## src/clws_pkg.sv

```systemverilog
// Shared types, codes and the initialisation command table of the LCD write sequencer.
// No dependencies; imported by the register file, the sequencer core and the top level.
package clws_pkg;

    localparam int ADDR_W = 4;

    // request action codes
    localparam logic [2:0] ACT_TICK    = 3'd0;
    localparam logic [2:0] ACT_COMMAND = 3'd1;
    localparam logic [2:0] ACT_CHAR    = 3'd2;
    localparam logic [2:0] ACT_GOTO    = 3'd3;
    localparam logic [2:0] ACT_CLEAR   = 3'd4;
    localparam logic [2:0] ACT_INIT    = 3'd5;

    // register reset values
    localparam logic       CFG_BUS_FOUR_RST = 1'b1;
    localparam logic [3:0] CFG_PULSE_RST    = 4'd1;
    localparam logic [7:0] CFG_SETTLE_RST   = 8'd5;
    localparam logic [7:0] CFG_POWERUP_RST  = 8'd100;

    // display command bytes
    localparam logic [7:0] CMD_CLEAR    = 8'h01;
    localparam logic [7:0] ROW0_BASE    = 8'h80;
    localparam logic [7:0] ROW1_BASE    = 8'hC0;
    localparam logic [7:0] HIGH_NIBBLE  = 8'hF0;

    localparam logic [2:0] INIT_LEN_FOUR  = 3'd7;
    localparam logic [2:0] INIT_LEN_EIGHT = 3'd5;

    typedef struct packed {
        logic       bus_four_bit;
        logic [3:0] pulse_ticks;
        logic [7:0] settle_ticks;
        logic [7:0] powerup_ticks;
    } t_cfg;

    typedef struct packed {
        logic [2:0] action;
        logic [7:0] value;
        logic       row;
        logic [5:0] col;
    } t_req;

    typedef struct packed {
        logic       reg_select;
        logic       read_write;
        logic       enable;
        logic [7:0] data_bus;
        logic       busy_res;
        logic       rejected;
    } t_res;

    // Initialisation command list of each bus mode; zero past the end
    function automatic logic [7:0] init_cmd(input logic four, input logic [2:0] step);
        logic [7:0] b;
        b = 8'h00;
        if (four) begin
            case (step)
                3'd0:    b = 8'h33;
                3'd1:    b = 8'h32;
                3'd2:    b = 8'h28;
                3'd3:    b = 8'h0C;
                3'd4:    b = 8'h01;
                3'd5:    b = 8'h06;
                3'd6:    b = 8'h02;
                default: b = 8'h00;
            endcase
        end else begin
            case (step)
                3'd0:    b = 8'h38;
                3'd1:    b = 8'h0C;
                3'd2:    b = 8'h01;
                3'd3:    b = 8'h06;
                3'd4:    b = 8'h02;
                default: b = 8'h00;
            endcase
        end
        return b;
    endfunction

endpackage

```

## src/clws_if.sv

```systemverilog
// Request and result channel interfaces of the LCD write sequencer.
// Depends on nothing; used by the top level.
interface clws_req_if;
    logic       valid;
    logic       ready;
    logic [2:0] action;
    logic [7:0] value;
    logic       row;
    logic [5:0] col;

    modport source (output valid, action, value, row, col, input ready);
    modport sink   (input valid, action, value, row, col, output ready);
endinterface

interface clws_res_if;
    logic       valid;
    logic       ready;
    logic       reg_select;
    logic       read_write;
    logic       enable;
    logic [7:0] data_bus;
    logic       busy_res;
    logic       rejected;

    modport source (output valid, reg_select, read_write, enable, data_bus, busy_res,
                    rejected, input ready);
    modport sink   (input valid, reg_select, read_write, enable, data_bus, busy_res,
                    rejected, output ready);
endinterface

```

## src/clws_cfg.sv

```systemverilog
// APB-style configuration register file of the LCD write sequencer.
// Depends on clws_pkg.
module clws_cfg import clws_pkg::*; (
    input  logic              i_clk,
    input  logic              i_rst_n,
    input  logic              psel,
    input  logic              penable,
    input  logic              pwrite,
    input  logic [ADDR_W-1:0] paddr,
    input  logic [31:0]       pwdata,
    output logic [31:0]       prdata,
    output logic              pready,
    output t_cfg              o_cfg
);

    localparam logic [1:0] REG_BUS_FOUR = 2'd0;
    localparam logic [1:0] REG_PULSE    = 2'd1;
    localparam logic [1:0] REG_SETTLE   = 2'd2;
    localparam logic [1:0] REG_POWERUP  = 2'd3;

    logic       w_wr;
    logic [1:0] w_idx;
    t_cfg       r_cfg;

    assign w_wr   = psel && penable && pwrite;
    assign w_idx  = paddr[3:2];
    assign pready = 1'b1;
    assign o_cfg  = r_cfg;

    // write the addressed register at the access phase
    always_ff @(posedge i_clk) begin
        if (!i_rst_n) begin
            r_cfg.bus_four_bit  <= CFG_BUS_FOUR_RST;
            r_cfg.pulse_ticks   <= CFG_PULSE_RST;
            r_cfg.settle_ticks  <= CFG_SETTLE_RST;
            r_cfg.powerup_ticks <= CFG_POWERUP_RST;
        end else if (w_wr) begin
            unique case (w_idx)
                REG_BUS_FOUR: r_cfg.bus_four_bit  <= pwdata[0];
                REG_PULSE:    r_cfg.pulse_ticks   <= pwdata[3:0];
                REG_SETTLE:   r_cfg.settle_ticks  <= pwdata[7:0];
                REG_POWERUP:  r_cfg.powerup_ticks <= pwdata[7:0];
                default: ;
            endcase
        end
    end

    // read back the addressed register
    always_comb begin
        unique case (w_idx)
            REG_BUS_FOUR: prdata = {31'd0, r_cfg.bus_four_bit};
            REG_PULSE:    prdata = {28'd0, r_cfg.pulse_ticks};
            REG_SETTLE:   prdata = {24'd0, r_cfg.settle_ticks};
            REG_POWERUP:  prdata = {24'd0, r_cfg.powerup_ticks};
            default:      prdata = 32'd0;
        endcase
    end

endmodule

```

## src/clws_core.sv

```systemverilog
// Bus sequencer state and its one-request next-state logic.
// Depends on clws_pkg; driven by the top level with accepted requests.
module clws_core import clws_pkg::*; (
    input  logic i_clk,
    input  logic i_rst_n,
    input  logic i_accept,
    input  t_req i_req,
    input  t_cfg i_cfg,
    output t_res o_res
);

    localparam logic [2:0] PH_IDLE    = 3'd0;
    localparam logic [2:0] PH_POWERUP = 3'd1;
    localparam logic [2:0] PH_HIGH    = 3'd2;
    localparam logic [2:0] PH_GAP     = 3'd3;
    localparam logic [2:0] PH_LOW     = 3'd4;
    localparam logic [2:0] PH_SETTLE  = 3'd5;

    logic [2:0] r_phase,       n_phase;
    logic [7:0] r_tick_count,  n_tick_count;
    logic [3:0] r_latched_lo,  n_latched_lo;
    logic [2:0] r_init_step,   n_init_step;
    logic       r_init_active, n_init_active;
    logic       r_pin_enable,  n_pin_enable;
    logic       r_pin_rs,      n_pin_rs;
    logic [7:0] r_pin_data,    n_pin_data;

    logic       w_rej;
    logic       w_settle;
    logic       w_finish;
    logic       w_start;
    logic [7:0] w_start_byte;
    logic       w_start_rs;
    logic [3:0] w_pulse;
    logic [7:0] w_tick_inc;
    logic [2:0] w_next_step;
    logic [2:0] w_list_len;

    assign w_pulse     = (i_cfg.pulse_ticks == 4'd0) ? 4'd1 : i_cfg.pulse_ticks;
    assign w_tick_inc  = r_tick_count + 8'd1;
    assign w_next_step = r_init_step + 3'd1;
    assign w_list_len  = i_cfg.bus_four_bit ? INIT_LEN_FOUR : INIT_LEN_EIGHT;

    // apply one request or tick to the sequencer state
    always_comb begin
        n_phase       = r_phase;
        n_tick_count  = r_tick_count;
        n_latched_lo  = r_latched_lo;
        n_init_step   = r_init_step;
        n_init_active = r_init_active;
        n_pin_enable  = r_pin_enable;
        n_pin_rs      = r_pin_rs;
        n_pin_data    = r_pin_data;
        w_rej         = 1'b0;
        w_settle      = 1'b0;
        w_finish      = 1'b0;
        w_start       = 1'b0;
        w_start_byte  = 8'h00;
        w_start_rs    = 1'b0;

        if (i_accept) begin
            if (i_req.action == ACT_TICK) begin
                unique case (r_phase)
                    PH_POWERUP: begin
                        n_tick_count = w_tick_inc;
                        if (w_tick_inc >= i_cfg.powerup_ticks) begin
                            w_start      = 1'b1;
                            w_start_byte = init_cmd(i_cfg.bus_four_bit, 3'd0);
                        end
                    end
                    PH_HIGH: begin
                        n_tick_count = w_tick_inc;
                        if (w_tick_inc >= {4'd0, w_pulse}) begin
                            if (i_cfg.bus_four_bit) begin
                                n_pin_enable = 1'b0;
                                n_pin_data   = {r_latched_lo, 4'd0};
                                n_tick_count = 8'd0;
                                n_phase      = PH_GAP;
                            end else begin
                                w_settle = 1'b1;
                            end
                        end
                    end
                    PH_GAP: begin
                        n_pin_enable = 1'b1;
                        n_tick_count = 8'd0;
                        n_phase      = PH_LOW;
                    end
                    PH_LOW: begin
                        n_tick_count = w_tick_inc;
                        if (w_tick_inc >= {4'd0, w_pulse}) begin
                            w_settle = 1'b1;
                        end
                    end
                    PH_SETTLE: begin
                        n_tick_count = w_tick_inc;
                        if (w_tick_inc >= i_cfg.settle_ticks) begin
                            w_finish = 1'b1;
                        end
                    end
                    default: ;
                endcase
            end else if (i_req.action <= ACT_INIT) begin
                if (r_phase != PH_IDLE) begin
                    w_rej = 1'b1;
                end else begin
                    case (i_req.action)
                        ACT_COMMAND: begin
                            w_start      = 1'b1;
                            w_start_byte = i_req.value;
                        end
                        ACT_CHAR: begin
                            w_start      = 1'b1;
                            w_start_byte = i_req.value;
                            w_start_rs   = 1'b1;
                        end
                        ACT_GOTO: begin
                            w_start      = 1'b1;
                            w_start_byte = (i_req.row ? ROW1_BASE : ROW0_BASE)
                                           + {2'd0, i_req.col};
                        end
                        ACT_CLEAR: begin
                            w_start      = 1'b1;
                            w_start_byte = CMD_CLEAR;
                        end
                        default: begin
                            n_init_active = 1'b1;
                            n_init_step   = 3'd0;
                            n_pin_enable  = 1'b0;
                            n_tick_count  = 8'd0;
                            if (i_cfg.powerup_ticks == 8'd0) begin
                                w_start      = 1'b1;
                                w_start_byte = init_cmd(i_cfg.bus_four_bit, 3'd0);
                            end else begin
                                n_phase = PH_POWERUP;
                            end
                        end
                    endcase
                end
            end
        end

        // drop enable after the last pulse and start the settle wait, if any
        if (w_settle) begin
            n_pin_enable = 1'b0;
            n_tick_count = 8'd0;
            if (i_cfg.settle_ticks == 8'd0) begin
                w_finish = 1'b1;
            end else begin
                n_phase = PH_SETTLE;
            end
        end

        // end of a byte: fetch the next init command or go idle
        if (w_finish) begin
            n_tick_count = 8'd0;
            n_phase      = PH_IDLE;
            if (r_init_active) begin
                n_init_step = w_next_step;
                if (w_next_step < w_list_len) begin
                    w_start      = 1'b1;
                    w_start_byte = init_cmd(i_cfg.bus_four_bit, w_next_step);
                end else begin
                    n_init_active = 1'b0;
                end
            end
        end

        // launch a byte: raise enable with the first data shape
        if (w_start) begin
            n_latched_lo = w_start_byte[3:0];
            n_pin_rs     = w_start_rs;
            n_pin_enable = 1'b1;
            n_pin_data   = i_cfg.bus_four_bit ? (w_start_byte & HIGH_NIBBLE) : w_start_byte;
            n_tick_count = 8'd0;
            n_phase      = PH_HIGH;
        end
    end

    // hold the sequencer state between requests
    always_ff @(posedge i_clk) begin
        if (!i_rst_n) begin
            r_phase       <= PH_IDLE;
            r_tick_count  <= 8'd0;
            r_latched_lo  <= 4'd0;
            r_init_step   <= 3'd0;
            r_init_active <= 1'b0;
            r_pin_enable  <= 1'b0;
            r_pin_rs      <= 1'b0;
            r_pin_data    <= 8'd0;
        end else begin
            r_phase       <= n_phase;
            r_tick_count  <= n_tick_count;
            r_latched_lo  <= n_latched_lo;
            r_init_step   <= n_init_step;
            r_init_active <= n_init_active;
            r_pin_enable  <= n_pin_enable;
            r_pin_rs      <= n_pin_rs;
            r_pin_data    <= n_pin_data;
        end
    end

    // pin levels and status after this request
    always_comb begin
        o_res.reg_select = n_pin_rs;
        o_res.read_write = 1'b0;
        o_res.enable     = n_pin_enable;
        o_res.data_bus   = n_pin_data;
        o_res.busy_res   = (n_phase != PH_IDLE);
        o_res.rejected   = w_rej;
    end

endmodule

```

## src/char_lcd_write_sequencer.sv

```systemverilog
// Latency: a result appears in the cycle after its request is accepted (one register).
// Throughput: one request or tick per cycle unless results stall; the state update for
// each request is done in its accept cycle; a result register parts the two channels.
// Reset (synchronous, active low): sequencer idle, pins low, registers at reset values,
// result register empty.
// Top level: ties the channels, the register file and the sequencer core together.
module char_lcd_write_sequencer import clws_pkg::*; (
    input  logic              i_clk,
    input  logic              i_rst_n,
    clws_req_if.sink          i_req,
    clws_res_if.source        o_res,
    input  logic              psel,
    input  logic              penable,
    input  logic              pwrite,
    input  logic [ADDR_W-1:0] paddr,
    input  logic [31:0]       pwdata,
    output logic [31:0]       prdata,
    output logic              pready
);

    t_cfg w_cfg;
    t_req w_req;
    t_res w_res;
    t_res r_res;
    logic r_res_valid;
    logic w_accept;

    clws_cfg u_cfg (
        .i_clk   (i_clk),
        .i_rst_n (i_rst_n),
        .psel    (psel),
        .penable (penable),
        .pwrite  (pwrite),
        .paddr   (paddr),
        .pwdata  (pwdata),
        .prdata  (prdata),
        .pready  (pready),
        .o_cfg   (w_cfg)
    );

    // accept while the result register is empty or being drained
    assign i_req.ready = !r_res_valid || o_res.ready;
    assign w_accept    = i_req.valid && i_req.ready;

    assign w_req.action = i_req.action;
    assign w_req.value  = i_req.value;
    assign w_req.row    = i_req.row;
    assign w_req.col    = i_req.col;

    clws_core u_core (
        .i_clk    (i_clk),
        .i_rst_n  (i_rst_n),
        .i_accept (w_accept),
        .i_req    (w_req),
        .i_cfg    (w_cfg),
        .o_res    (w_res)
    );

    // result register
    always_ff @(posedge i_clk) begin
        if (!i_rst_n) begin
            r_res_valid <= 1'b0;
        end else if (w_accept) begin
            r_res_valid <= 1'b1;
        end else if (o_res.ready) begin
            r_res_valid <= 1'b0;
        end
    end

    always_ff @(posedge i_clk) begin
        if (w_accept) begin
            r_res <= w_res;
        end
    end

    assign o_res.valid      = r_res_valid;
    assign o_res.reg_select = r_res.reg_select;
    assign o_res.read_write = r_res.read_write;
    assign o_res.enable     = r_res.enable;
    assign o_res.data_bus   = r_res.data_bus;
    assign o_res.busy_res   = r_res.busy_res;
    assign o_res.rejected   = r_res.rejected;

endmodule

```

## src/flat_wrapper.sv

```systemverilog
// flat-port wrapper written by rule: the top's interface ports become plain ports
module char_lcd_write_sequencer_flat import clws_pkg::*;
  (i_clk, i_rst_n, psel, penable, pwrite, paddr, pwdata, prdata, pready, i_req_valid, i_req_action, i_req_value, i_req_row, i_req_col, i_req_ready, o_res_valid, o_res_reg_select, o_res_read_write, o_res_enable, o_res_data_bus, o_res_busy_res, o_res_rejected, o_res_ready);
  clws_req_if i_req_i ();
  clws_res_if o_res_i ();
  input  logic i_clk;
  input  logic i_rst_n;
  input  logic psel;
  input  logic penable;
  input  logic pwrite;
  input  logic [ADDR_W-1:0] paddr;
  input  logic [31:0] pwdata;
  output logic [31:0] prdata;
  output logic pready;
  input wire logic [$bits(i_req_i.valid)-1:0] i_req_valid;
  input wire logic [$bits(i_req_i.action)-1:0] i_req_action;
  input wire logic [$bits(i_req_i.value)-1:0] i_req_value;
  input wire logic [$bits(i_req_i.row)-1:0] i_req_row;
  input wire logic [$bits(i_req_i.col)-1:0] i_req_col;
  output wire logic [$bits(i_req_i.ready)-1:0] i_req_ready;
  output wire logic [$bits(o_res_i.valid)-1:0] o_res_valid;
  output wire logic [$bits(o_res_i.reg_select)-1:0] o_res_reg_select;
  output wire logic [$bits(o_res_i.read_write)-1:0] o_res_read_write;
  output wire logic [$bits(o_res_i.enable)-1:0] o_res_enable;
  output wire logic [$bits(o_res_i.data_bus)-1:0] o_res_data_bus;
  output wire logic [$bits(o_res_i.busy_res)-1:0] o_res_busy_res;
  output wire logic [$bits(o_res_i.rejected)-1:0] o_res_rejected;
  input wire logic [$bits(o_res_i.ready)-1:0] o_res_ready;
  assign i_req_i.valid = i_req_valid;
  assign i_req_i.action = i_req_action;
  assign i_req_i.value = i_req_value;
  assign i_req_i.row = i_req_row;
  assign i_req_i.col = i_req_col;
  assign i_req_ready = i_req_i.ready;
  assign o_res_valid = o_res_i.valid;
  assign o_res_reg_select = o_res_i.reg_select;
  assign o_res_read_write = o_res_i.read_write;
  assign o_res_enable = o_res_i.enable;
  assign o_res_data_bus = o_res_i.data_bus;
  assign o_res_busy_res = o_res_i.busy_res;
  assign o_res_rejected = o_res_i.rejected;
  assign o_res_i.ready = o_res_ready;
  char_lcd_write_sequencer u_core (.i_clk(i_clk), .i_rst_n(i_rst_n), .i_req(i_req_i), .o_res(o_res_i), .psel(psel), .penable(penable), .pwrite(pwrite), .paddr(paddr), .pwdata(pwdata), .prdata(prdata), .pready(pready));
endmodule
```

## config.mk

```make
export PLATFORM = sky130hd
export DESIGN_NAME = char_lcd_write_sequencer_flat
export DESIGN_NICKNAME = d
export VERILOG_FILES = /design/src/clws_pkg.sv /design/src/clws_if.sv /design/src/clws_cfg.sv /design/src/clws_core.sv /design/src/char_lcd_write_sequencer.sv /design/src/flat_wrapper.sv
export SDC_FILE = /design/constraint.sdc
export NUM_CORES = 1
export LEC_CHECK = 0
export BUFFER_PORTS_ARGS = -buffer_cell sky130_fd_sc_hd__buf_2
export CAP_MARGIN = 20
export CORE_MARGIN = 2
export CORE_UTILIZATION = 54
export DETAILED_ROUTE_END_ITERATION = 8
export PLACE_DENSITY_LB_ADDON = 0.12
export SKIP_LAST_GASP = 1
export SYNTH_ARGS = -nofsm -noshare
export SYNTH_HDL_FRONTEND = slang
export SYNTH_SLANG_ARGS = --single-unit
```

## constraint.sdc

```tcl
create_clock -name i_clk -period 3.73 [get_ports i_clk]
set_input_delay 0.373 -clock i_clk [delete_from_list [all_inputs] [get_ports i_clk]]
set_output_delay 0.373 -clock i_clk [all_outputs]
set_load 0.02 [all_outputs]
```

# == Word-level counts from Yosys, hierarchy flattened ==
# Index checks and enable logic that the tools add are counted.
# Widths: inputs -> output; s select.
# op_classes
add_sub_neg,3
n_mul,0
n_div,0
magnitude_cmp,5
n_eq_ne,21
shifts,0
muxes,103
bitwise_logic,2
n_reduce_logical,25
# op_table
operator,count
$mux 8,21
$pmux 32 s4,1
$mux 3,19
$mux 1,48
$pmux 8 s3,2
$pmux 6 s7,1
$pmux 6 s5,1
$eq 3x2->1 const B,6
$eq 3x3->1 const B,6
$ge 8x8->1,2
$logic_not 8->1,2
$mux 4,3
$mux 6,2
$eq 3x1->1 const B,3
$add 8x1->8 const B,1
$add 8x6->8,1
$ge 8x4->1,1
$reduce_and 2->1,4
$reduce_or 4->1,2
$mux 7,1
$logic_not 3->1,2
$pmux 3 s2,1
$reduce_bool 3->1,2
$reduce_and 5->1,1
19 further kinds,26
# totals
register_bits,63
latch_bits,0
ramBits,0
romBits,0
memories,0

# == Depth between registers and ports, before layout ==
# Gate-level depths: netlist of the first run.
# depth
depth_word,12
depth_mapped,12

# == Cells and area by module ==
# A second synthesis of the first run with hierarchy kept.
# hier_totals
hier_cells,536
area_unflattened_um2,4515.6
# modules_own_cells
module,instances,cells_per_inst,area_per_inst_um2
clws_core,1,380,2834.0
clws_cfg,1,138,1233.7
char_lcd_write_sequencer,1,18,447.9

# == Worst setup path before layout of the first run ==
# No wires, ideal clock.
# synth_path
path_kind,register to register
from,register u_core.u_core.r_tick_count[0]
to,register u_core.u_core.r_pin_data[3]
setup_time_ns,0.122
arrival_time_ns,3.078
setup_slack_ns,0.530
path_stages_with_launch,13
n_path_buf,0
period_less_slack_ns,3.200
path_cell_list,dfxtp_1 > ha_1 > nand2_1 > o21a_1 > or2_2 > ha_1 > nand2_1 > a211o_1 > or3b_2 > a21o_1 > nand2_1 > nor3_2 > a311o_1
# synth_between
elab_chain_cells,11
elab_cells_between_ends,35
classes_between,add/sub (1); order compare (3); mux (31)
# synth_lines
element,line,text
from (decl),clws_core.sv:20,"logic [7:0] r_tick_count, n_tick_count;"
from (signal assigned),clws_core.sv:193,r_tick_count <= n_tick_count;
$add 8x1->8 (*),clws_core.sv:40,assign w_tick_inc = r_tick_count + 8'd1;
"$ge 8x8->1, on equally long branches","clws_core.sv:66, clws_core.sv:97",
$mux 6 / $mux 1 (equally long branches),"clws_core.sv:66, clws_core.sv:97",
$mux 6 / $mux 1 (equally long branches),clws_core.sv:63,unique case (r_phase)
$mux 8 / $mux 1 (equally long branches),clws_core.sv:62,if (i_req.action == ACT_TICK) begin
$mux 8 / $mux 1 (equally long branches),clws_core.sv:61,if (i_accept) begin
$mux 8 / $mux 1 (equally long branches),"clws_core.sv:160, clws_core.sv:147",
$mux 8 / $mux 1 (equally long branches),"clws_core.sv:158, clws_core.sv:144",
$mux 8,clws_core.sv:155,if (w_finish) begin
$mux 4,clws_core.sv:174,n_pin_data = i_cfg.bus_four_bit ? (w_start_byte & HIGH_NIBBLE) : w_start_byte;
$mux 8 (*),clws_core.sv:170,if (w_start) begin
to (signal assigned),clws_core.sv:199,r_pin_data <= n_pin_data;
to (decl),clws_core.sv:26,"logic [7:0] r_pin_data, n_pin_data;"
# Every way passes the cells marked *; elsewhere a longest branch is shown, timed or not.
# A chain may end at the register's enable or synchronous reset.

# == Worst setup path after layout of the first run ==
# layout_path
from,register u_core.u_core.r_tick_count[3]
to,"register u_core.r_res (netlist bit u_core.o_res.reg_select), data pin"
# layout_between
elab_chain_cells,10
elab_cells_between_ends,23
classes_between,add/sub (1); order compare (3); mux (19)
# layout_lines
element,line,text
$add 8x1->8 (*),clws_core.sv:40,
"$ge 8x8->1, on equally long branches","clws_core.sv:66, clws_core.sv:97",
"$mux 1, on equally long branches","clws_core.sv:66, clws_core.sv:97",
$mux 1,clws_core.sv:63,
$mux 1,clws_core.sv:62,
$mux 1,clws_core.sv:61,
"$mux 1, on equally long branches","clws_core.sv:160, clws_core.sv:147",
"$mux 1, on equally long branches","clws_core.sv:158, clws_core.sv:144",
$mux 1 (*),clws_core.sv:155,
$mux 1 (*),clws_core.sv:170,
via u_core.u_core.n_pin_rs,clws_core.sv:25,"logic r_pin_rs, n_pin_rs;"
to (signal assigned),char_lcd_write_sequencer.sv:72,r_res <= w_res;
to (decl),char_lcd_write_sequencer.sv:24,t_res r_res;
# The timed path passes the listed nets; every way through them passes the cells marked *.

==> results_dict.tcl, run 1 <==
set metrics [dict create \
    start_util 0.560 \
    power_frac_seq 0.491 \
    fin_cells 665 \
    gp_congestion 0.916 \
    postCtsSetupBuffers 0 \
    drive_gt1_frac 0.192 \
    area_growth_pct 10.4 \
    cpMaxStageDelayCell "or3b_2" \
    synthCells 507 \
    worstSetupPathType "reg -> reg" \
    synth_top_cell_by_area "dfxtp_1" \
    wl_per_cell_um 15.9 \
    hold_viol_final 0 \
    synth-seq-cells 63 \
    met1_length_mm 5.14 \
    placed_cells 650 \
    max_slew.worst_pin.slew_ns 0.916 \
    hold_buffers 0 \
    wl_met3_um 746 \
    die-area_um2 8780 \
    setup_viol_count_final 0 \
    setup_slack_ns 0.197 \
    p_comb_frac 0.146 \
    track_usage 0.245 \
    powerDensity_nw_per_um2 310 \
    cp-end-kind "register" \
    p_total_mw 1.49 \
    yosys.area.top_type_share 0.235 \
    period_share 0.947 \
    antenna_found_initial 0 \
    crit_fanout 9 \
    grt_pass1_wl_mm 17.0 \
    cts_tree "yes" \
    post-route-drc-count 0 \
    slew_viol_final 0 \
    die_x_um 93.7 \
    min_period_ns 3.53 \
    final_core_util 0.618 \
    dr.pass1.iters 5 \
    vias 3850 \
    ys_warn_count 0 \
    yosysSeqAreaShare 0.318 \
    core-area_um2 7770 \
    hp-class "in -> reg" \
    nNetsFinal 647 \
    grt_overflow 0 \
    grt_pass1_vias 3497 \
    rsz0062_at_grt "no" \
    synth_edf_count 12 \
    cts.sinks 63 \
    yosys-top-cells-area "dfxtp_1 23%, edfxtp_1 8.3%, mux2i_1 7.8%, ha_1 7.8%, buf_4 4.5%" \
    cp-start-kind "register" \
    cts-root-buf "clkbuf_8" \
    tns_ns 0 \
    htreeDepth 3 \
    synth_ff_type "dfxtp_1" \
    top_layer_used "met4" \
    place_area_um2 4620 \
    grt_max_degree 27 \
    numPortBuffers 56 \
    ios 109 \
    insertion_delay_ns 0.35 \
    synth_most_common_cell "dfxtp_1" \
    run_status "finished clean" \
    required_ns 3.84 \
    die_h_um 93.7 \
    final_area_um2 4800 \
    whs_ns 0.268 \
    cts.path.max_buffers 2 \
    p_leak_nw 2.02 \
    dp_hpwl_mm 7.80 \
    yosys-top-cells-count "51 x dfxtp_1, 45 x nand2_1, 39 x nor2_1" \
    power_frac_clock 0.363 \
    async_flop_share 0 \
    reg2reg_slack_ns 0.20 \
    crit_arrival_ns 3.64 \
    post-place-ws_ns 0.322 \
    cts_made_buffers 9 \
    num_rows 32 \
    synth_area_per_cell_um2 8.57 \
    cap_violations 0 \
    post_cts_resize_count 0 \
    p_switching_mw 0.424 \
    ant_nets 0 \
    ir_worst_vdd_v 0.000163 \
    slew-limit-headroom 0.387 \
    fmax_mhz 283 \
    diodes 0 \
    slowest_delay_ns 0.48 \
    p_int_mw 1.06 \
    fin_skew_ns 0.0108 \
    vias_per_cell 5.79 \
    clk_pin_slew_worst_paths_ns 0.07 \
    routed_wl_mm 10.6 \
    synthDistinctLibCells 74 \
    crit_path_cell_trace "nand3_1 -> o31a_1 -> or2_2 -> ha_1 -> nand2_1 -> a211o_1 -> or3b_2 -> a21oi_1 -> nor2_1 -> a32oi_1 -> inv_1" \
    route.met2.wl_mm 4.61 \
    syn_area_um2 4350 \
    drt_iter0_markers 273 \
    p_sw_frac 0.285 \
]
[sequential cells by signal, summed over array words and instances (netlist names)]
register	cells
u_core.u_core.r_pin_enable	1
u_core.o_res.busy_res	1
u_core.o_res.rejected	1
u_core.u_core.r_init_step	3
u_core.o_res.enable	1
u_core.u_core.r_init_active	1
u_core.u_core.r_pin_data	8
u_core.u_core.r_tick_count	8
u_core.u_cfg.o_cfg	21
u_core.o_res.data_bus	8
u_core.o_res.reg_select	1
u_core.o_res.valid	1
u_core.u_core.r_pin_rs	1
u_core.u_core.r_latched_lo	4
u_core.u_core.r_phase	3
[layout make-up]
type | instances | area [um2]
Fill cell | 693 | 2970
Inverter | 33 | 124
Sequential cell | 63 | 1380
Multi-Input combinational cell | 387 | 2640
Clock buffer | 12 | 155
Clock inverter | 3 | 20.0
Tap cell | 102 | 128
Timing Repair Buffer | 65 | 348
[power groups by stage]
stage               logic, mW  registers (mW)  clock network, mW
floorplan               0.159           0.754                  0
global placement        0.211           0.744                  0
detailed placement      0.214           0.745                  0
CTS                     0.215           0.729              0.545
global route            0.237           0.731              0.579
finish                  0.218           0.730              0.540
[routing by layer]
layer  vias to the layer above  track usage
met4                         0       0.0604
li1                       1880            -
met2                       152        0.371
met1                      1806        0.357
met3                        12       0.0522
met5                         -            0
[path summary, 6_finish.rpt]
kind / startpoint / to / depth (start not counted)
worst max-delay path: u_core.u_core.r_tick_count[3]$_SDFFE_PP0P_ / u_core.o_res.reg_select$_DFFE_PP_ / 11
worst min-delay path: pwdata[5] / u_core.u_cfg.o_cfg[5]$_SDFFE_PN1P_ / 3
worst max register to register: u_core.u_core.r_tick_count[3]$_SDFFE_PP0P_ / u_core.o_res.reg_select$_DFFE_PP_ / 11
worst min register to register: u_core.u_core.r_latched_lo[2]$_SDFFE_PN0N_ / u_core.u_core.r_latched_lo[2]$_SDFFE_PN0N_ / 2
[cell families after synthesis]
kind of cell | Yosys count | share of synthesized area
xor+xnor | 5 | 0.0101
simple gates | 168 | 0.198
mux | 36 | 0.0861
compound gates | 124 | 0.211
flops | 63 | 0.318
other cells | 2 | 0.00173
buf+inv | 81 | 0.0950
fa+ha+maj | 28 | 0.0800
[placed cells by master (no fill, tap or decap), types with 3 or more instances in the layout]
cell	synthesis	routed
dfxtp_1	51	51
edfxtp_1	12	12
xnor2_1	3	3
o2bb2ai_1	3	3
buf_4	26	9
and2_1	6	6
nand3_1	18	18
a211oi_1	8	8
o21ai_0	20	20
clkbuf_8	0	11
a22oi_1	8	8
or2_2	6	6
inv_1	33	33
o21a_1	5	5
a31o_2	3	3
mux2i_1	34	34
nor3_1	11	11
o32ai_1	5	5
a21o_1	4	4
and3_1	3	3
conb_1	2	26
nand2b_1	7	7
a22o_1	5	5
nor2_1	39	39
a21oi_1	28	28
ha_1	27	27
o31ai_1	3	3
buf_2	3	56
a211o_1	3	3
o211ai_1	3	3
nor2b_1	8	8
nand2_1	45	45
nor4_1	5	5
[critical path, delay by kind of cell (launching register included)]
family	cells	cell delay [ns]
compound gates	4	1.15
simple gates	5	1.33
fa+ha+maj	1	0.32
flops	1	0.44
buf+inv	1	0.06
No activity file was read; power rests on OpenSTA's default activity.
==> run 2: changes to the inputs <==
--- a/config.mk
+++ b/config.mk
@@ -9,6 +9,7 @@
 export CAP_MARGIN = 20
 export CORE_MARGIN = 2
 export CORE_UTILIZATION = 54
+export CTS_CLUSTER_SIZE = 14
 export DETAILED_ROUTE_END_ITERATION = 8
 export PLACE_DENSITY_LB_ADDON = 0.12
 export SKIP_LAST_GASP = 1
==> constraint.sdc (replaced) <==
create_clock -name i_clk -period 3.8 [get_ports i_clk]
set_input_delay 0.38 -clock i_clk [delete_from_list [all_inputs] [get_ports i_clk]]
set_output_delay 0.38 -clock i_clk [all_outputs]
set_load 0.02 [all_outputs]
==> run 2 against run 1 <==
Via count fell by 0.29%. Die area did not move. Maximum frequency is 0.81% lower. Critical path depth is the same. Count of clock-buffer cells in the layout is 1 lower.
==> results_dict.tcl, run 2 (synthesis results as in run 1) <==
set metrics [dict create \
    cts_tree "yes" \
    die_x_um 93.7 \
    area_growth_pct 10.4 \
    grt_pass1_vias 3566 \
    rsz0062_at_grt "no" \
    dr.pass1.iters 4 \
    rr_startpoint "u_core.u_core.r_tick_count[2]$_SDFFE_PP0P_" \
    cap_violations 0 \
    ant_nets 0 \
    hold_viol_final 0 \
    grt_overflow 0 \
    fmax_mhz 281 \
    min_period_ns 3.56 \
    cp-end-kind "register" \
    vias_per_cell 5.79 \
    diodes 0 \
    place_area_um2 4610 \
    cp-start-kind "register" \
    cts-root-buf "clkbuf_8" \
    run_status "finished clean" \
    die-area_um2 8780 \
    vias 3839 \
    r2r_cells 11 \
    crit_start "u_core.u_core.r_tick_count[2]$_SDFFE_PP0P_" \
    insertion_delay_ns 0.35 \
    drt_iter0_markers 251 \
    post-place-ws_ns 0.351 \
    cts.sinks 63 \
    tns_ns 0 \
    required_ns 3.90 \
    grt_max_degree 27 \
    powerDensity_nw_per_um2 313 \
    hp-class "in -> reg" \
    cts_made_buffers 9 \
    wl_per_cell_um 15.8 \
    die_h_um 93.7 \
    drive_gt1_frac 0.189 \
    slew_viol_final 0 \
    worstSetupPathType "reg -> reg" \
    final_core_util 0.618 \
    setup_slack_ns 0.238 \
    core-area_um2 7770 \
    post_cts_resize_count 0 \
    ios 109 \
    period_share 0.937 \
    grt_pass1_wl_mm 17.2 \
    postCtsSetupBuffers 0 \
    start_util 0.560 \
    final_common_cell "buf_2" \
    antenna_found_initial 0 \
    fill_cells 701 \
    gp_congestion 0.924 \
    crit_arrival_ns 3.66 \
    dp_hpwl_mm 7.78 \
    final_area_um2 4800 \
    crit_end "u_core.o_res.reg_select$_DFFE_PP_" \
    p_leak_nw 2.02 \
    num_rows 32 \
    htreeDepth 3 \
    clk_pin_slew_worst_paths_ns 0.07 \
    hold_buffers 0 \
    timing.rr.end "u_core.o_res.reg_select$_DFFE_PP_" \
    max_slew.worst_pin.slew_ns 0.917 \
    layout_common_cells "56 x buf_2, 51 x dfxtp_1, 45 x nand2_1, 39 x nor2_1, 34 x mux2i_1" \
    reg2reg_slack_ns 0.24 \
    slew-limit-headroom 0.386 \
    largest_reg_flops 21 \
    fin_skew_ns 0.0101 \
    ir_worst_vdd_v 0.000216 \
    numPortBuffers 56 \
    fin_cells 663 \
    routed_wl_mm 10.5 \
    placed_cells 648 \
    cts.path.max_buffers 2 \
    nNetsFinal 645 \
    crit_fanout 9 \
    post-route-drc-count 0 \
    setup_viol_count_final 0 \
    track_usage 0.247 \
]
## run 2: cell count changes in the layout (fill, tap and decap cells not counted), sizes merged
cell,previous run,this run
clkbuf,12,11
clkinvlp,2,1
buf,65,63
bufinv,0,1
clkinv,1,2
## run 2: power breakdown
| part | switching (mW) | internal (mW) |
|---|---|---|
| Sequential | 0.0117 | 0.704 |
| Combinational | 0.142 | 0.0715 |
| Clock | 0.257 | 0.315 |
## run 2: critical path, cell delays in order, from the launching register on
cell and delay [ns]:
dfxtp_1 0.45, nand3_2 0.20, o31a_1 0.36, or2_2 0.35
ha_1 0.31, nand2_1 0.07, a211o_1 0.24, or3b_2 0.48
a21oi_1 0.24, nor2_1 0.22, a32oi_1 0.33, inv_1 0.06
## run 2: metal layers
| metal | global-route usage | vias to the layer above | part of all wire |
|---|---|---|---|
| met2 | 0.374 | 168 | 0.43 |
| met1 | 0.356 | 1773 | 0.48 |
| met5 | 0 | - | 0 |
| li1 | - | 1881 | - |
| met3 | 0.0361 | 17 | 0.067 |
| met4 | 0.0882 | 0 | 0.019 |
## run 2: worst min path at each step
stage,from,to,slack [ns],cells past startpoint
6_report,pwdata[5],u_core.u_cfg.o_cfg[5]$_SDFFE_PN1P_,0.27,3
5_1_grt,pwdata[5],u_core.u_cfg.o_cfg[5]$_SDFFE_PN1P_,0.28,3
4_1_cts,pwdata[5],u_core.u_cfg.o_cfg[5]$_SDFFE_PN1P_,0.26,3
3_5_place_dp,u_core.u_core.r_latched_lo[2]$_SDFFE_PN0N_,u_core.u_core.r_latched_lo[2]$_SDFFE_PN0N_,0.46,2
3_3_place_gp,u_core.u_core.r_pin_data[2]$_SDFF_PN0_,u_core.u_core.r_pin_data[2]$_SDFF_PN0_,0.45,2
2_1_floorplan,u_core.u_core.r_pin_data[1]$_SDFF_PN0_,u_core.u_core.r_pin_data[1]$_SDFF_PN0_,0.45,2
## run 2: layout make-up
type,count,area (um2),area share
timing repair buffer,63,333,0.0694
inverter,33,124,0.0258
multi-input combinational,387,2640,0.551
clock inverter,4,47.5,0.00991
tap,102,128,0.0266
sequential,63,1380,0.288
clock buffer,11,141,0.0295
## run 2: through the flow
| step | total power, mW | hold slack [ns] |
|---|---|---|
| 6_report | 1.50 | 0.268 |
| 3_5_place_dp | 0.940 | 0.462 |
| 3_3_place_gp | 0.937 | 0.454 |
| 5_1_grt | 1.56 | 0.284 |
| 4_1_cts | 1.51 | 0.258 |
| 2_1_floorplan | 0.896 | 0.446 |
==> run 3: changes to the inputs <==
--- a/config.mk
+++ b/config.mk
@@ -11,6 +11,7 @@
 export CORE_UTILIZATION = 54
 export CTS_CLUSTER_SIZE = 14
 export DETAILED_ROUTE_END_ITERATION = 8
+export GPL_TIMING_DRIVEN = 0
 export PLACE_DENSITY_LB_ADDON = 0.12
 export SKIP_LAST_GASP = 1
 export SYNTH_ARGS = -nofsm -noshare
==> run 3 against run 2 <==
Power rose by 5.9%. Core utilization rose by 3.6 points. Flip-flop and latch count did not move. Wire length rose by 5.0%. Maximum frequency rose by 0.36%. Sequential power barely moved. Clock skew rose by 0.0033 ns. Critical path type unchanged. Largest cell class unchanged.
==> results_dict.tcl, run 3 (synthesis results as in run 1) <==
set metrics [dict create \
    run_status "finished clean" \
    hold_viol_final 0 \
    slew_viol_final 0 \
    slowest_delay_ns 0.48 \
    rsz0062_at_grt "no" \
    rr_startpoint "u_core.u_core.r_tick_count[2]$_SDFFE_PP0P_" \
    num_rows 32 \
    cap_violations 0 \
    routed_wl_mm 11.0 \
    cts.path.max_buffers 2 \
    cts_tree "yes" \
    ir_worst_vdd_v 0.000196 \
    timing.rr.end "u_core.o_res.data_bus[5]$_DFFE_PP_" \
    grt_pass1_wl_mm 17.4 \
    post-route-drc-count 0 \
    final_core_util 0.654 \
    cts-root-buf "clkbuf_8" \
    path_common_cell "o21ai_0" \
    path_buf_inv 0 \
    antenna_found_initial 0 \
    clk_pin_slew_worst_paths_ns 0.07 \
    drive_gt1_frac 0.221 \
    path_delay_family "simple AND/OR/NAND/NOR gates" \
    dr.pass1.iters 5 \
    crit_path_cell_trace "nand3_2 -> o31a_1 -> or2_2 -> ha_1 -> nand2_1 -> a211o_1 -> or3b_2 -> a21oi_1 -> nor2_1 -> o21ai_0 -> o21ai_0" \
    die-area_um2 8780 \
    worstSetupPathType "reg -> reg" \
    final_common_cell "buf_2" \
    hold_buffers 0 \
    r2r_cells 11 \
    fin_skew_ns 0.0133 \
    vias_per_cell 5.63 \
    cpMaxStageDelayCell "or3b_2" \
    vias 3967 \
    required_ns 3.87 \
    insertion_delay_ns 0.35 \
    die_h_um 93.7 \
    path_depth 11 \
    whs_ns 0.265 \
    slew-limit-headroom 0.381 \
    hp-class "in -> reg" \
    powerDensity_nw_per_um2 313 \
    grt_pass1_vias 3641 \
    cp-end-kind "register" \
    htreeDepth 3 \
    core-area_um2 7770 \
    crit_arrival_ns 3.62 \
    start_util 0.560 \
    post-place-ws_ns 0.103 \
    tns_ns 0 \
    cts.sinks 63 \
    crit_start "u_core.u_core.r_tick_count[2]$_SDFFE_PP0P_" \
    dp_hpwl_mm 8.36 \
    fmax_mhz 282 \
    period_share 0.934 \
    fill_cells 691 \
    track_usage 0.254 \
    nNetsFinal 685 \
    gp_congestion 0.918 \
    max_slew.worst_pin.slew_ns 0.925 \
    setup_viol_count_final 0 \
    drt_iter0_markers 204 \
    post_cts_resize_count 0 \
    crit_fanout 9 \
    grt_max_degree 15 \
    area_growth_pct 16.8 \
    grt_overflow 0 \
    wl_per_cell_um 15.7 \
    largest_reg_flops 21 \
    cp-start-kind "register" \
    reg2reg_slack_ns 0.25 \
    min_period_ns 3.55 \
    die_x_um 93.7 \
    ios 109 \
    setup_slack_ns 0.250 \
    crit_end "u_core.o_res.data_bus[5]$_DFFE_PP_" \
    cts_made_buffers 9 \
    postCtsSetupBuffers 0 \
    p_leak_nw 2.18 \
    diodes 0 \
    layout_common_cells "58 x buf_2, 50 x dfxtp_1, 45 x nand2_1, 39 x nor2_1, 34 x mux2i_1" \
    numPortBuffers 55 \
    ant_nets 0 \
]
## run 3: cell count changes in the layout (fill, tap and decap cells not counted), moves of 2 or more
cell       before  now
buf_4           7   26
clkbuf_1        1   16
buf_1           0    2
buf_2          56   58
clkbuf_16       0    2
## run 3: metal layers
layer | global-route usage | wire [um] | vias to the layer above
met5 | 0 | 0 | -
met4 | 0.0845 | 201 | 0
met3 | 0.0602 | 720 | 24
met2 | 0.393 | 4800 | 145
met1 | 0.349 | 5310 | 1833
li1 | - | - | 1965
## run 3: report_power, final
group	switching [mW]	internal, mW
Clock	0.283	0.351
Combinational	0.153	0.0906
Sequential	0.00901	0.704
## run 3: area by class of cell
class	instances	area [um2]	area share
well taps	102	128	0.0251
repair buffers	55	275	0.0542
clock buffers	13	201	0.0397
flip-flops and latches	63	1380	0.272
clock inverters	3	20.0	0.00394
plain buffers	48	289	0.0569
multi-input cells	387	2660	0.523
inverters	33	124	0.0244
## run 3: tightest hold or removal path: stages
cell and delay [ns]:
buf_2 0.09, mux2i_1 0.06, nand2_1 0.06
## run 3: metrics by stage
stage / instance area (um2) / power (mW) / instances
CTS: 5060 / 1.59 / 704
detailed placement: 4840 / 0.966 / 688
global placement: 4840 / 0.962 / 688
global route: 5080 / 1.65 / 704
floorplan: 4440 / 0.896 / 531
finish: 5080 / 1.59 / 704
## run 3: how the worst min path moves through the flow
stage	from	endpoint	slack, ns	depth (start not counted)
after detailed placement	u_core.u_core.r_pin_data[2]$_SDFF_PN0_	u_core.u_core.r_pin_data[2]$_SDFF_PN0_	0.46	2
after global routing	pwdata[5]	u_core.u_cfg.o_cfg[5]$_SDFFE_PN1P_	0.26	3
after CTS	pwdata[5]	u_core.u_cfg.o_cfg[5]$_SDFFE_PN1P_	0.26	3
final	pwdata[6]	u_core.u_cfg.o_cfg[6]$_SDFFE_PN1P_	0.27	3
after global placement	u_core.u_core.r_pin_data[2]$_SDFF_PN0_	u_core.u_core.r_pin_data[2]$_SDFF_PN0_	0.46	2
after floorplan	u_core.u_core.r_pin_data[1]$_SDFF_PN0_	u_core.u_core.r_pin_data[1]$_SDFF_PN0_	0.45	2
